$ cat config.mk
export PLATFORM = sky130hd
export DESIGN_NAME = audio_quality_monitor_flat
export DESIGN_NICKNAME = d
export VERILOG_FILES = /design/src/hw/rtl/aqm_pkg.sv /design/src/hw/rtl/aqm_if.sv /design/src/hw/rtl/aqm_frame_div.sv /design/src/hw/rtl/audio_quality_monitor.sv /design/src/flat_wrapper.sv
export SDC_FILE = /design/constraint.sdc
export NUM_CORES = 2
export LEC_CHECK = 0
export BUFFER_PORTS_ARGS = -buffer_cell sky130_fd_sc_hd__clkbuf_2
export CORE_ASPECT_RATIO = 0.8
export CORE_MARGIN = 10
export CORE_UTILIZATION = 58
export DETAILED_ROUTE_END_ITERATION = 12
export GPL_TIMING_DRIVEN = 0
export PLACE_DENSITY = 0.78
export SYNTH_ARGS = -nofsm -noshare
export SYNTH_HDL_FRONTEND = slang
export SYNTH_SLANG_ARGS = --single-unit
$ cat constraint.sdc
create_clock -name clk -period 9.7 [get_ports clk]
set_input_delay 0.485 -clock clk [delete_from_list [all_inputs] [get_ports clk]]
set_output_delay 0.485 -clock clk [all_outputs]
set_load 0.005 [all_outputs]
$ cat src/hw/rtl/aqm_pkg.sv
// shared constants, codes and types of the audio quality monitor
package aqm_pkg;

  localparam int SAMPLE_W      = 16;
  localparam int CH_W          = 4;
  localparam int CH_MAX        = 8;
  localparam int REM_W         = 3;
  localparam int THR_W         = 16;
  localparam int LEVEL_W       = 15;
  localparam int LSQ_W         = 2 * LEVEL_W;
  localparam int SQ_W          = 31;
  localparam int MINF_W        = 16;
  localparam int MAX_CHUNK_DEF = 8192;

  localparam int CFG_IDX_W  = 2;
  localparam int CFG_DATA_W = 16;

  localparam logic [CFG_IDX_W-1:0] CFG_CHANNELS  = 2'd0;
  localparam logic [CFG_IDX_W-1:0] CFG_THRESHOLD = 2'd1;
  localparam logic [CFG_IDX_W-1:0] CFG_LEVEL     = 2'd2;
  localparam logic [CFG_IDX_W-1:0] CFG_MIN_FRAMES = 2'd3;

  localparam logic [CH_W-1:0]    CHANNELS_RST   = 4'd2;
  localparam logic [THR_W-1:0]   THRESHOLD_RST  = 16'd8000;
  localparam logic [LEVEL_W-1:0] LEVEL_RST      = 15'd104;
  localparam logic [MINF_W-1:0]  MIN_FRAMES_RST = 16'd240;

  typedef struct packed {
    logic [63:0] total_energy;
    logic [31:0] sample_count;
    logic [14:0] peak_level;
    logic [31:0] click_count;
  } aqm_snap_t;

  typedef struct packed {
    logic [63:0] total_energy;
    logic [31:0] sample_count;
    logic [14:0] peak_level;
    logic [31:0] click_count;
    logic [31:0] dropout_count;
    logic        dropout_active;
    logic        chunk_quiet;
  } aqm_result_t;

  typedef struct packed {
    logic step;
    logic restart;
    logic inc;
    logic finish;
  } aqm_div_ctl_t;

endpackage

$ cat src/hw/rtl/aqm_if.sv
// sample and result stream interfaces of the audio quality monitor
interface aqm_in_if import aqm_pkg::*; ();
  logic                       valid;
  logic                       ready;
  logic signed [SAMPLE_W-1:0] sample;
  logic                       chunk_first;
  logic                       chunk_last;
  logic                       clear_stats;

  modport source (output valid, sample, chunk_first, chunk_last, clear_stats, input ready);
  modport sink (input valid, sample, chunk_first, chunk_last, clear_stats, output ready);
endinterface

interface aqm_out_if import aqm_pkg::*; ();
  logic        valid;
  logic        ready;
  logic [63:0] total_energy;
  logic [31:0] sample_count;
  logic [14:0] peak_level;
  logic [31:0] click_count;
  logic [31:0] dropout_count;
  logic        dropout_active;
  logic        chunk_quiet;

  modport source (output valid, total_energy, sample_count, peak_level, click_count,
                  dropout_count, dropout_active, chunk_quiet, input ready);
  modport sink (input valid, total_energy, sample_count, peak_level, click_count,
                dropout_count, dropout_active, chunk_quiet, output ready);
endinterface

$ cat src/hw/rtl/aqm_frame_div.sv
// whole-frame count of the current chunk for every channel count
module aqm_frame_div import aqm_pkg::*; #(
  parameter int MAX_CHUNK_SAMPLES = MAX_CHUNK_DEF
) (
  input  logic                                       clk,
  input  logic                                       rst_n,
  input  aqm_div_ctl_t                               ctl,
  input  logic [CH_W-1:0]                            ch,
  output logic [$clog2(MAX_CHUNK_SAMPLES+1)-1:0]     frames
);

  localparam int CW = $clog2(MAX_CHUNK_SAMPLES + 1);

  logic [CW-1:0]    q_r   [CH_MAX];
  logic [CW-1:0]    q_nxt [CH_MAX];
  logic [CW-1:0]    qn    [CH_MAX];
  logic [REM_W-1:0] r_r   [CH_MAX];
  logic [REM_W-1:0] r_nxt [CH_MAX];
  logic [REM_W-1:0] rn    [CH_MAX];
  logic [CH_W-1:0]  ch_m1;

  always_comb begin
    for (int i = 0; i < CH_MAX; i++) begin
      qn[i] = ctl.restart ? '0 : q_r[i];
      rn[i] = ctl.restart ? '0 : r_r[i];
      if (ctl.inc) begin
        if (rn[i] == REM_W'(i)) begin
          qn[i] = qn[i] + 1'b1;
          rn[i] = '0;
        end else begin
          rn[i] = rn[i] + 1'b1;
        end
      end
      q_nxt[i] = ctl.finish ? '0 : qn[i];
      r_nxt[i] = ctl.finish ? '0 : rn[i];
    end
  end

  assign ch_m1  = ch - 4'd1;
  assign frames = qn[ch_m1[REM_W-1:0]];

  always_ff @(posedge clk) begin
    if (!rst_n) begin
      for (int i = 0; i < CH_MAX; i++) begin
        q_r[i] <= '0;
        r_r[i] <= '0;
      end
    end else if (ctl.step) begin
      for (int i = 0; i < CH_MAX; i++) begin
        q_r[i] <= q_nxt[i];
        r_r[i] <= r_nxt[i];
      end
    end
  end

endmodule

$ cat src/hw/rtl/audio_quality_monitor.sv
// audio quality monitor: running energy, peak, click and dropout statistics
// one sample transfer per cycle unless a waiting result stalls the pipe
// the result of a chunk is presented from the result register, behind the statistics stage
// stages: input register, squaring, statistics update, dropout update into the result register
// a waiting result stalls the pipe once the next chunk-end sample reaches the last stage
// reset is synchronous and active low: statistics cleared, configuration back to defaults
module audio_quality_monitor import aqm_pkg::*; #(
  parameter int MAX_CHUNK_SAMPLES = MAX_CHUNK_DEF
) (
  input  logic                  clk,
  input  logic                  rst_n,
  aqm_in_if.sink                in_ch,
  aqm_out_if.source             out_ch,
  input  logic                  cfg_we,
  input  logic [CFG_IDX_W-1:0]  cfg_index,
  input  logic [CFG_DATA_W-1:0] cfg_wdata
);

  localparam int CW  = $clog2(MAX_CHUNK_SAMPLES + 1);
  localparam int CEW = CW + LSQ_W;

  // configuration
  logic [CH_W-1:0]    ch_r;
  logic [THR_W-1:0]   thr_r;
  logic [LEVEL_W-1:0] lvl_r;
  logic [MINF_W-1:0]  minf_r;
  logic [LSQ_W-1:0]   lsq_r;
  logic [CH_W-1:0]    ch_eff;

  always_ff @(posedge clk) begin
    if (!rst_n) begin
      ch_r   <= CHANNELS_RST;
      thr_r  <= THRESHOLD_RST;
      lvl_r  <= LEVEL_RST;
      minf_r <= MIN_FRAMES_RST;
    end else if (cfg_we) begin
      case (cfg_index)
        CFG_CHANNELS:   ch_r   <= cfg_wdata[CH_W-1:0];
        CFG_THRESHOLD:  thr_r  <= cfg_wdata[THR_W-1:0];
        CFG_LEVEL:      lvl_r  <= cfg_wdata[LEVEL_W-1:0];
        CFG_MIN_FRAMES: minf_r <= cfg_wdata[MINF_W-1:0];
        default: ;
      endcase
    end
  end

  always_ff @(posedge clk) begin
    lsq_r <= LSQ_W'(lvl_r) * LSQ_W'(lvl_r);
  end

  assign ch_eff = (ch_r == '0) ? 4'd1 :
                  (ch_r > CH_W'(CH_MAX)) ? CH_W'(CH_MAX) : ch_r;

  // pipeline flow
  logic v1_r, v2_r, v3_r, out_v_r;
  logic go1, en2, a_go, en3, b_go, in_rdy;

  logic s1_last_r, s2_last_r, s3_last_r;

  assign b_go   = v3_r && (!s3_last_r || !out_v_r || out_ch.ready);
  assign en3    = !v3_r || b_go;
  assign a_go   = v2_r && en3;
  assign en2    = !v2_r || a_go;
  assign go1    = v1_r && en2;
  assign in_rdy = !v1_r || go1;
  assign in_ch.ready = in_rdy;

  always_ff @(posedge clk) begin
    if (!rst_n) begin
      v1_r <= 1'b0;
      v2_r <= 1'b0;
      v3_r <= 1'b0;
    end else begin
      if (in_rdy) v1_r <= in_ch.valid;
      if (en2)    v2_r <= v1_r;
      if (en3)    v3_r <= v2_r;
    end
  end

  // input register
  logic signed [SAMPLE_W-1:0] s1_sample_r;
  logic                       s1_first_r, s1_clr_r;

  always_ff @(posedge clk) begin
    if (in_rdy) begin
      s1_sample_r <= in_ch.sample;
      s1_first_r  <= in_ch.chunk_first;
      s1_last_r   <= in_ch.chunk_last;
      s1_clr_r    <= in_ch.clear_stats;
    end
  end

  // magnitude and square
  logic [SAMPLE_W:0] s1_ext, s1_mag;
  logic [33:0]       s1_sq_full;

  assign s1_ext     = {s1_sample_r[SAMPLE_W-1], s1_sample_r};
  assign s1_mag     = s1_sample_r[SAMPLE_W-1] ? (~s1_ext + 1'b1) : s1_ext;
  assign s1_sq_full = 34'(s1_mag) * 34'(s1_mag);

  logic signed [SAMPLE_W-1:0] s2_sample_r;
  logic [SQ_W-1:0]            s2_sq_r;
  logic [14:0]                s2_mag_r;
  logic                       s2_first_r, s2_clr_r;

  always_ff @(posedge clk) begin
    if (en2) begin
      s2_sample_r <= s1_sample_r;
      s2_sq_r     <= s1_sq_full[SQ_W-1:0];
      s2_mag_r    <= s1_mag[15] ? 15'h7fff : s1_mag[14:0];
      s2_first_r  <= s1_first_r;
      s2_last_r   <= s1_last_r;
      s2_clr_r    <= s1_clr_r;
    end
  end

  // statistics and chunk state
  logic [63:0]                energy_r, energy_nxt, e0;
  logic [31:0]                samples_r, samples_nxt, st0;
  logic [14:0]                peak_r, peak_nxt, p0;
  logic [31:0]                clicks_r, clicks_nxt, c0;
  logic signed [SAMPLE_W-1:0] prev_end_r, prev_end_nxt;
  logic signed [SAMPLE_W-1:0] fstart_r, fstart_nxt;
  logic [REM_W-1:0]           pos_r, pos_nxt, pos0, pos1;
  logic [CW-1:0]              cnt_r, cnt_nxt, cnt0, cnt1;
  logic [CEW-1:0]             ce_r, ce_nxt, ce0, ce1;
  logic [64:0]                esum;
  logic [SAMPLE_W:0]          diff, adiff;
  logic                       click, chunk_inc, end_ok;
  logic [CW-1:0]              frames;
  aqm_div_ctl_t               div_ctl;

  always_comb begin
    e0   = s2_clr_r ? '0 : energy_r;
    st0  = s2_clr_r ? '0 : samples_r;
    p0   = s2_clr_r ? '0 : peak_r;
    c0   = s2_clr_r ? '0 : clicks_r;
    esum = {1'b0, e0} + 65'(s2_sq_r);
    energy_nxt  = esum[64] ? '1 : esum[63:0];
    samples_nxt = (st0 == '1) ? st0 : st0 + 1'b1;
    peak_nxt    = (s2_mag_r > p0) ? s2_mag_r : p0;

    diff  = {s2_sample_r[SAMPLE_W-1], s2_sample_r} - {prev_end_r[SAMPLE_W-1], prev_end_r};
    adiff = diff[SAMPLE_W] ? (~diff + 1'b1) : diff;
    click = s2_first_r && (adiff > {1'b0, thr_r}) && (prev_end_r != '0);
    clicks_nxt = click ? c0 + 1'b1 : c0;

    pos0 = s2_first_r ? '0 : pos_r;
    pos1 = ({1'b0, pos0} >= ch_eff) ? '0 : pos0;
    fstart_nxt = (pos1 == '0) ? s2_sample_r : fstart_r;
    pos_nxt = ({1'b0, pos1} + 4'd1 >= ch_eff) ? '0 : pos1 + 1'b1;

    cnt0 = s2_first_r ? '0 : cnt_r;
    ce0  = s2_first_r ? '0 : ce_r;
    chunk_inc = cnt0 < CW'(MAX_CHUNK_SAMPLES);
    cnt1 = chunk_inc ? cnt0 + 1'b1 : cnt0;
    ce1  = chunk_inc ? ce0 + CEW'(s2_sq_r) : ce0;

    end_ok = {{(32-CW){1'b0}}, cnt1} >= {{(32-CH_W){1'b0}}, ch_eff};
    prev_end_nxt = (s2_last_r && end_ok) ? fstart_nxt : prev_end_r;

    cnt_nxt = s2_last_r ? '0 : cnt1;
    ce_nxt  = s2_last_r ? '0 : ce1;
    if (s2_last_r) pos_nxt = '0;
  end

  assign div_ctl.step    = a_go;
  assign div_ctl.restart = s2_first_r;
  assign div_ctl.inc     = chunk_inc;
  assign div_ctl.finish  = s2_last_r;

  aqm_frame_div #(
    .MAX_CHUNK_SAMPLES (MAX_CHUNK_SAMPLES)
  ) u_frame_div (
    .clk    (clk),
    .rst_n  (rst_n),
    .ctl    (div_ctl),
    .ch     (ch_eff),
    .frames (frames)
  );

  always_ff @(posedge clk) begin
    if (!rst_n) begin
      energy_r   <= '0;
      samples_r  <= '0;
      peak_r     <= '0;
      clicks_r   <= '0;
      prev_end_r <= '0;
      fstart_r   <= '0;
      pos_r      <= '0;
      cnt_r      <= '0;
      ce_r       <= '0;
    end else if (a_go) begin
      energy_r   <= energy_nxt;
      samples_r  <= samples_nxt;
      peak_r     <= peak_nxt;
      clicks_r   <= clicks_nxt;
      prev_end_r <= prev_end_nxt;
      fstart_r   <= fstart_nxt;
      pos_r      <= pos_nxt;
      cnt_r      <= cnt_nxt;
      ce_r       <= ce_nxt;
    end
  end

  aqm_snap_t      s3_snap_r;
  logic [CEW-1:0] s3_ce_r;
  logic [CW-1:0]  s3_frames_r, s3_cnt_r;
  logic           s3_clr_r;

  always_ff @(posedge clk) begin
    if (en3) begin
      s3_snap_r.total_energy <= energy_nxt;
      s3_snap_r.sample_count <= samples_nxt;
      s3_snap_r.peak_level   <= peak_nxt;
      s3_snap_r.click_count  <= clicks_nxt;
      s3_ce_r     <= ce1;
      s3_cnt_r    <= cnt1;
      s3_frames_r <= frames;
      s3_last_r   <= s2_last_r;
      s3_clr_r    <= s2_clr_r;
    end
  end

  // quiet run and dropout state
  logic [31:0]    qf_r, qf_nxt, qf0, qf_add;
  logic [31:0]    drops_r, drops_nxt, dc0;
  logic           indrop_r, indrop_nxt, ind0, quiet;
  logic [32:0]    qsum;
  logic [CEW-1:0] s3_lim;
  aqm_result_t    out_r;

  always_comb begin
    qf0    = s3_clr_r ? '0 : qf_r;
    ind0   = s3_clr_r ? 1'b0 : indrop_r;
    dc0    = s3_clr_r ? '0 : drops_r;
    s3_lim = CEW'(lsq_r) * CEW'(s3_cnt_r);
    quiet  = s3_ce_r < s3_lim;
    qsum   = {1'b0, qf0} + 33'(s3_frames_r);
    qf_add = qsum[32] ? '1 : qsum[31:0];
    qf_nxt     = qf0;
    indrop_nxt = ind0;
    drops_nxt  = dc0;
    if (s3_last_r) begin
      if (quiet) begin
        qf_nxt = qf_add;
        if (!ind0 && (qf_add > {16'd0, minf_r})) begin
          indrop_nxt = 1'b1;
          drops_nxt  = dc0 + 1'b1;
        end
      end else begin
        qf_nxt     = '0;
        indrop_nxt = 1'b0;
      end
    end
  end

  always_ff @(posedge clk) begin
    if (!rst_n) begin
      qf_r     <= '0;
      indrop_r <= 1'b0;
      drops_r  <= '0;
      out_v_r  <= 1'b0;
    end else begin
      if (b_go) begin
        qf_r     <= qf_nxt;
        indrop_r <= indrop_nxt;
        drops_r  <= drops_nxt;
      end
      if (b_go && s3_last_r) begin
        out_v_r <= 1'b1;
      end else if (out_ch.ready) begin
        out_v_r <= 1'b0;
      end
    end
  end

  // result register
  always_ff @(posedge clk) begin
    if (b_go && s3_last_r) begin
      out_r.total_energy   <= s3_snap_r.total_energy;
      out_r.sample_count   <= s3_snap_r.sample_count;
      out_r.peak_level     <= s3_snap_r.peak_level;
      out_r.click_count    <= s3_snap_r.click_count;
      out_r.dropout_count  <= drops_nxt;
      out_r.dropout_active <= indrop_nxt;
      out_r.chunk_quiet    <= quiet;
    end
  end

  assign out_ch.valid          = out_v_r;
  assign out_ch.total_energy   = out_r.total_energy;
  assign out_ch.sample_count   = out_r.sample_count;
  assign out_ch.peak_level     = out_r.peak_level;
  assign out_ch.click_count    = out_r.click_count;
  assign out_ch.dropout_count  = out_r.dropout_count;
  assign out_ch.dropout_active = out_r.dropout_active;
  assign out_ch.chunk_quiet    = out_r.chunk_quiet;

endmodule
$ cat src/flat_wrapper.sv
// flat-port wrapper written by rule: the top's interface ports become plain ports
module audio_quality_monitor_flat import aqm_pkg::*;
#(
  parameter int MAX_CHUNK_SAMPLES = MAX_CHUNK_DEF
)
  (clk, rst_n, cfg_we, cfg_index, cfg_wdata, in_ch_valid, in_ch_sample, in_ch_chunk_first, in_ch_chunk_last, in_ch_clear_stats, in_ch_ready, out_ch_valid, out_ch_total_energy, out_ch_sample_count, out_ch_peak_level, out_ch_click_count, out_ch_dropout_count, out_ch_dropout_active, out_ch_chunk_quiet, out_ch_ready);
  aqm_in_if in_ch_i ();
  aqm_out_if out_ch_i ();
  input  logic clk;
  input  logic rst_n;
  input  logic cfg_we;
  input  logic [CFG_IDX_W-1:0] cfg_index;
  input  logic [CFG_DATA_W-1:0] cfg_wdata;
  input wire logic [$bits(in_ch_i.valid)-1:0] in_ch_valid;
  input wire logic [$bits(in_ch_i.sample)-1:0] in_ch_sample;
  input wire logic [$bits(in_ch_i.chunk_first)-1:0] in_ch_chunk_first;
  input wire logic [$bits(in_ch_i.chunk_last)-1:0] in_ch_chunk_last;
  input wire logic [$bits(in_ch_i.clear_stats)-1:0] in_ch_clear_stats;
  output wire logic [$bits(in_ch_i.ready)-1:0] in_ch_ready;
  output wire logic [$bits(out_ch_i.valid)-1:0] out_ch_valid;
  output wire logic [$bits(out_ch_i.total_energy)-1:0] out_ch_total_energy;
  output wire logic [$bits(out_ch_i.sample_count)-1:0] out_ch_sample_count;
  output wire logic [$bits(out_ch_i.peak_level)-1:0] out_ch_peak_level;
  output wire logic [$bits(out_ch_i.click_count)-1:0] out_ch_click_count;
  output wire logic [$bits(out_ch_i.dropout_count)-1:0] out_ch_dropout_count;
  output wire logic [$bits(out_ch_i.dropout_active)-1:0] out_ch_dropout_active;
  output wire logic [$bits(out_ch_i.chunk_quiet)-1:0] out_ch_chunk_quiet;
  input wire logic [$bits(out_ch_i.ready)-1:0] out_ch_ready;
  assign in_ch_i.valid = in_ch_valid;
  assign in_ch_i.sample = in_ch_sample;
  assign in_ch_i.chunk_first = in_ch_chunk_first;
  assign in_ch_i.chunk_last = in_ch_chunk_last;
  assign in_ch_i.clear_stats = in_ch_clear_stats;
  assign in_ch_ready = in_ch_i.ready;
  assign out_ch_valid = out_ch_i.valid;
  assign out_ch_total_energy = out_ch_i.total_energy;
  assign out_ch_sample_count = out_ch_i.sample_count;
  assign out_ch_peak_level = out_ch_i.peak_level;
  assign out_ch_click_count = out_ch_i.click_count;
  assign out_ch_dropout_count = out_ch_i.dropout_count;
  assign out_ch_dropout_active = out_ch_i.dropout_active;
  assign out_ch_chunk_quiet = out_ch_i.chunk_quiet;
  assign out_ch_i.ready = out_ch_ready;
  audio_quality_monitor #(.MAX_CHUNK_SAMPLES(MAX_CHUNK_SAMPLES)) u_core (.clk(clk), .rst_n(rst_n), .in_ch(in_ch_i), .out_ch(out_ch_i), .cfg_we(cfg_we), .cfg_index(cfg_index), .cfg_wdata(cfg_wdata));
endmodule
==> results.ini <==
[placed_design]
io_buffers=220
post-place-ws_ps=-2440
hpwlAfterDp_um=184000
gp_congestion=1.01

[clock_network]
path_clk_slew_ps=70
clock_path_buffers=3
htreeDepth=3
root_buffer=clkbuf_16
cts_inserted_buffers=102
clock_latency_ps=770
cts.sinks=997
cts_tree=yes

[sta]
fin_crit_sh_pct=99.7
tightest_slew_ps=1510
rsz0062_at_grt=true
min_period_ps=9670
hold_viol=0
tns_ps=0
slew_headroom_pct=-0.392
setup_viol=0
setup_ws_ps=31.5
slew_viol_final=11
clock.fmax_mhz=103
skew_ps=65.2

[route]
vias=63000
first_pass_iters=9
ant_nets=0
drt-total-wl_um=240000
drt_iter0_drc=7436
wl_per_cell_um=23.2
routed_via_density=6.09
drc=0

[floorplanning]
fp.dieH_um=346
ioPinCount=221
fp.dieW_um=428
core_area_um2=132000
initial_core_util_pct=58.5
rows=119
fp.dieArea_um2=148000

[final_layout]
mostFrequentLayoutCells=nand2_1, inv_1, fa_1
syn2layout_area_growth_pct=11.9
finalNetCount=9703
final_common_cell=nand2_1
drive_above_1_share_pct=8.82
nFillCells=10400

[synth]
synthArstFlopShare_pct=0
yosysWarningCount=0
syn_area_um2=77200
synth_seq_cells=997
synth_area_leaders=edfxtp_1, fa_1, dfxtp_1
yosysTopAreaCell=edfxtp_1
yosysUniqueCellTypes=98
ys_seq_area_share_pct=33.8
synth_edf_count=612
synth_cells=8054
syn_avg_cell_area_um2=9.59
synth_ff_type=edfxtp_1
synth.top_cell.area_share_pct=23.8

[grt]
grt_usage_pct=31.4
grt_pass1_vias=62100
overflow=0
antenna_found_initial=10
grt_pass1_wl_um=366000
grt_max_degree=119

[critical_path]
startpoint_type=flip-flop
crit_type=flip-flop to flip-flop
cp.required_ps=10190
worst_path_max_delay_cell=fa_1
endpoint_kind=flip-flop
max_stage_delay_ps=580
worstPathMaxFanout=5
arrival_ps=10160
crit_path_frequent_cell=fa_1

[power]
p_leak_nw=37.8
ir_drop_uv=721
combPwrFrac_pct=50.9
total_power_w=0.0202
power_density_nw_per_um2=234
seqPwrFrac_pct=27.7
power.internal_w=0.0114
power_switching_w=0.00883
power.share.clock_pct=21.5
swShare_pct=43.7

[run_status]
violations=max-capacitance violations, max-slew violations
outcome=complete, but fails checks

[hold_path]
min_path_type=input pin to flip-flop

[job]
max_cap_viol_count=1

## Yosys cell counts (34+ instances only)
cell / count
nand2b_1: 60
inv_1: 849
nand4_1: 86
nor2b_1: 225
a22oi_1: 34
nand3_1: 174
a21oi_1: 362
xnor2_1: 264
a211oi_1: 49
nor3_1: 122
or3_1: 39
edfxtp_1: 612
ha_1: 506
mux2i_1: 64
fa_1: 658
o21a_1: 47
a31oi_1: 57
and3_1: 87
a22o_1: 51
nand2_1: 1034
o21ai_0: 272
clkbuf_1: 322
o211ai_1: 47
and2_1: 253
nor2_1: 582
xor2_1: 182
dfxtp_1: 385
a21o_1: 111
## registers in the layout, indices dropped and copies added, names as in the netlist, 24 cells and up
register,flops
u_core.out_ch.dropout_count,32
u_core.clicks_r,32
u_core.out_ch.click_count,32
u_core.lsq_r,29
u_core.u_frame_div.q_r,112
u_core.out_ch.total_energy,64
u_core.u_frame_div.r_r,24
u_core.s3_ce_r,44
u_core.out_ch.sample_count,32
u_core.s3_snap_r,143
u_core.drops_r,32
u_core.s2_sq_r,30
u_core.energy_r,64
u_core.ce_r,44
u_core.samples_r,32
u_core.qf_r,32
## power groups by stage
stage | Sequential (W) | Combinational (W) | Clock (W)
floorplan | 0.00548 | 0.00623 | 0
global placement | 0.00566 | 0.00942 | 0
detailed placement | 0.00566 | 0.00970 | 0
CTS | 0.00558 | 0.00985 | 0.00436
global route | 0.00561 | 0.0110 | 0.00452
finish | 0.00559 | 0.0103 | 0.00433
## timing repair
item | in CTS | in global routing
cloned | 0 | 3
resized for setup | 150 | 212
endpoints found under the setup margin | 99 | 104
pin swaps | 12 | 90
hold buffers | 21 | 0
endpoints found under the hold margin | 22 | 0
buffers inserted | 12 | 38
## worst paths after layout
| check | from | endpoint | slack, ps | cells after the start |
|---|---|---|---|---|
| max | u_core.s3_cnt_r[3]$_DFFE_PN_ | u_core.out_ch.dropout_count[24]$_DFFE_PP_ | 30 | 37 |
| min | cfg_wdata[10] | u_core.minf_r[10]$_SDFFE_PN0P_ | 60 | 3 |
| max reg2reg | u_core.s3_cnt_r[3]$_DFFE_PN_ | u_core.out_ch.dropout_count[24]$_DFFE_PP_ | 30 | 37 |
| min reg2reg | u_core.s3_snap_r[42]$_DFFE_PN_ | u_core.out_ch.peak_level[10]$_DFFE_PP_ | 400 | 0 |
## cell families (layout without fill, tap and decap cells)
kind of cell / after synthesis / count (layout) / share of synthesized area [%]
simple gates: 2835 / 2835 / 17.6
compound gates: 1304 / 1304 / 11.1
buf+inv: 1218 / 1708 / 5.95
fa+ha+maj: 1164 / 1164 / 25.3
flops: 997 / 997 / 33.8
xor+xnor: 446 / 446 / 5.06
mux: 88 / 88 / 1.28
other cells: 2 / 48 / 0.00972
## cell type report
cell class / count / area [um2] / area share (%)
diodes: 6 / 15.0 / 0.0174
flip-flops and latches: 997 / 26100 / 30.2
multi-input cells: 5879 / 47500 / 55.0
clock buffers: 126 / 2750 / 3.19
plain buffers: 356 / 1690 / 1.95
repair buffers: 302 / 2020 / 2.34
clock inverters: 65 / 902 / 1.04
well taps: 1754 / 2190 / 2.54
inverters: 859 / 3240 / 3.75
## worst max-delay path, delay by kind of cell, from the launching register on
family | cells | cell delay [ps]
buffers and inverters | 7 | 730
XOR/XNOR | 2 | 400
AO/OA/AOI/OAI | 11 | 2180
adder cells (fa/ha/maj) | 8 | 3630
AND/OR/NAND/NOR | 9 | 1940
flip-flops | 1 | 510
## metal layers
layer	up-vias	wire, um	part of all wire, %	GRT usage, %
li1	28000	-	-	-
met1	30600	95900	40	43.0
met2	3644	103000	43	46.8
met3	682	28700	12	8.14
met4	6	12300	5.1	14.2
met5	-	39	0.016	0
## per-stage QoR
step	hold WS [ps]	util, %	cell area [um2]	cells
after floorplan	393	-	77400	8094
after global placement	402	61.2	80700	10100
after detailed placement	405	61.3	80900	10100
after CTS	34.6	64.7	85400	10300
after global routing	56.2	65.5	86400	10300
final	56.1	65.5	86400	10300
Note: power is estimated with default switching activity, not from simulation.
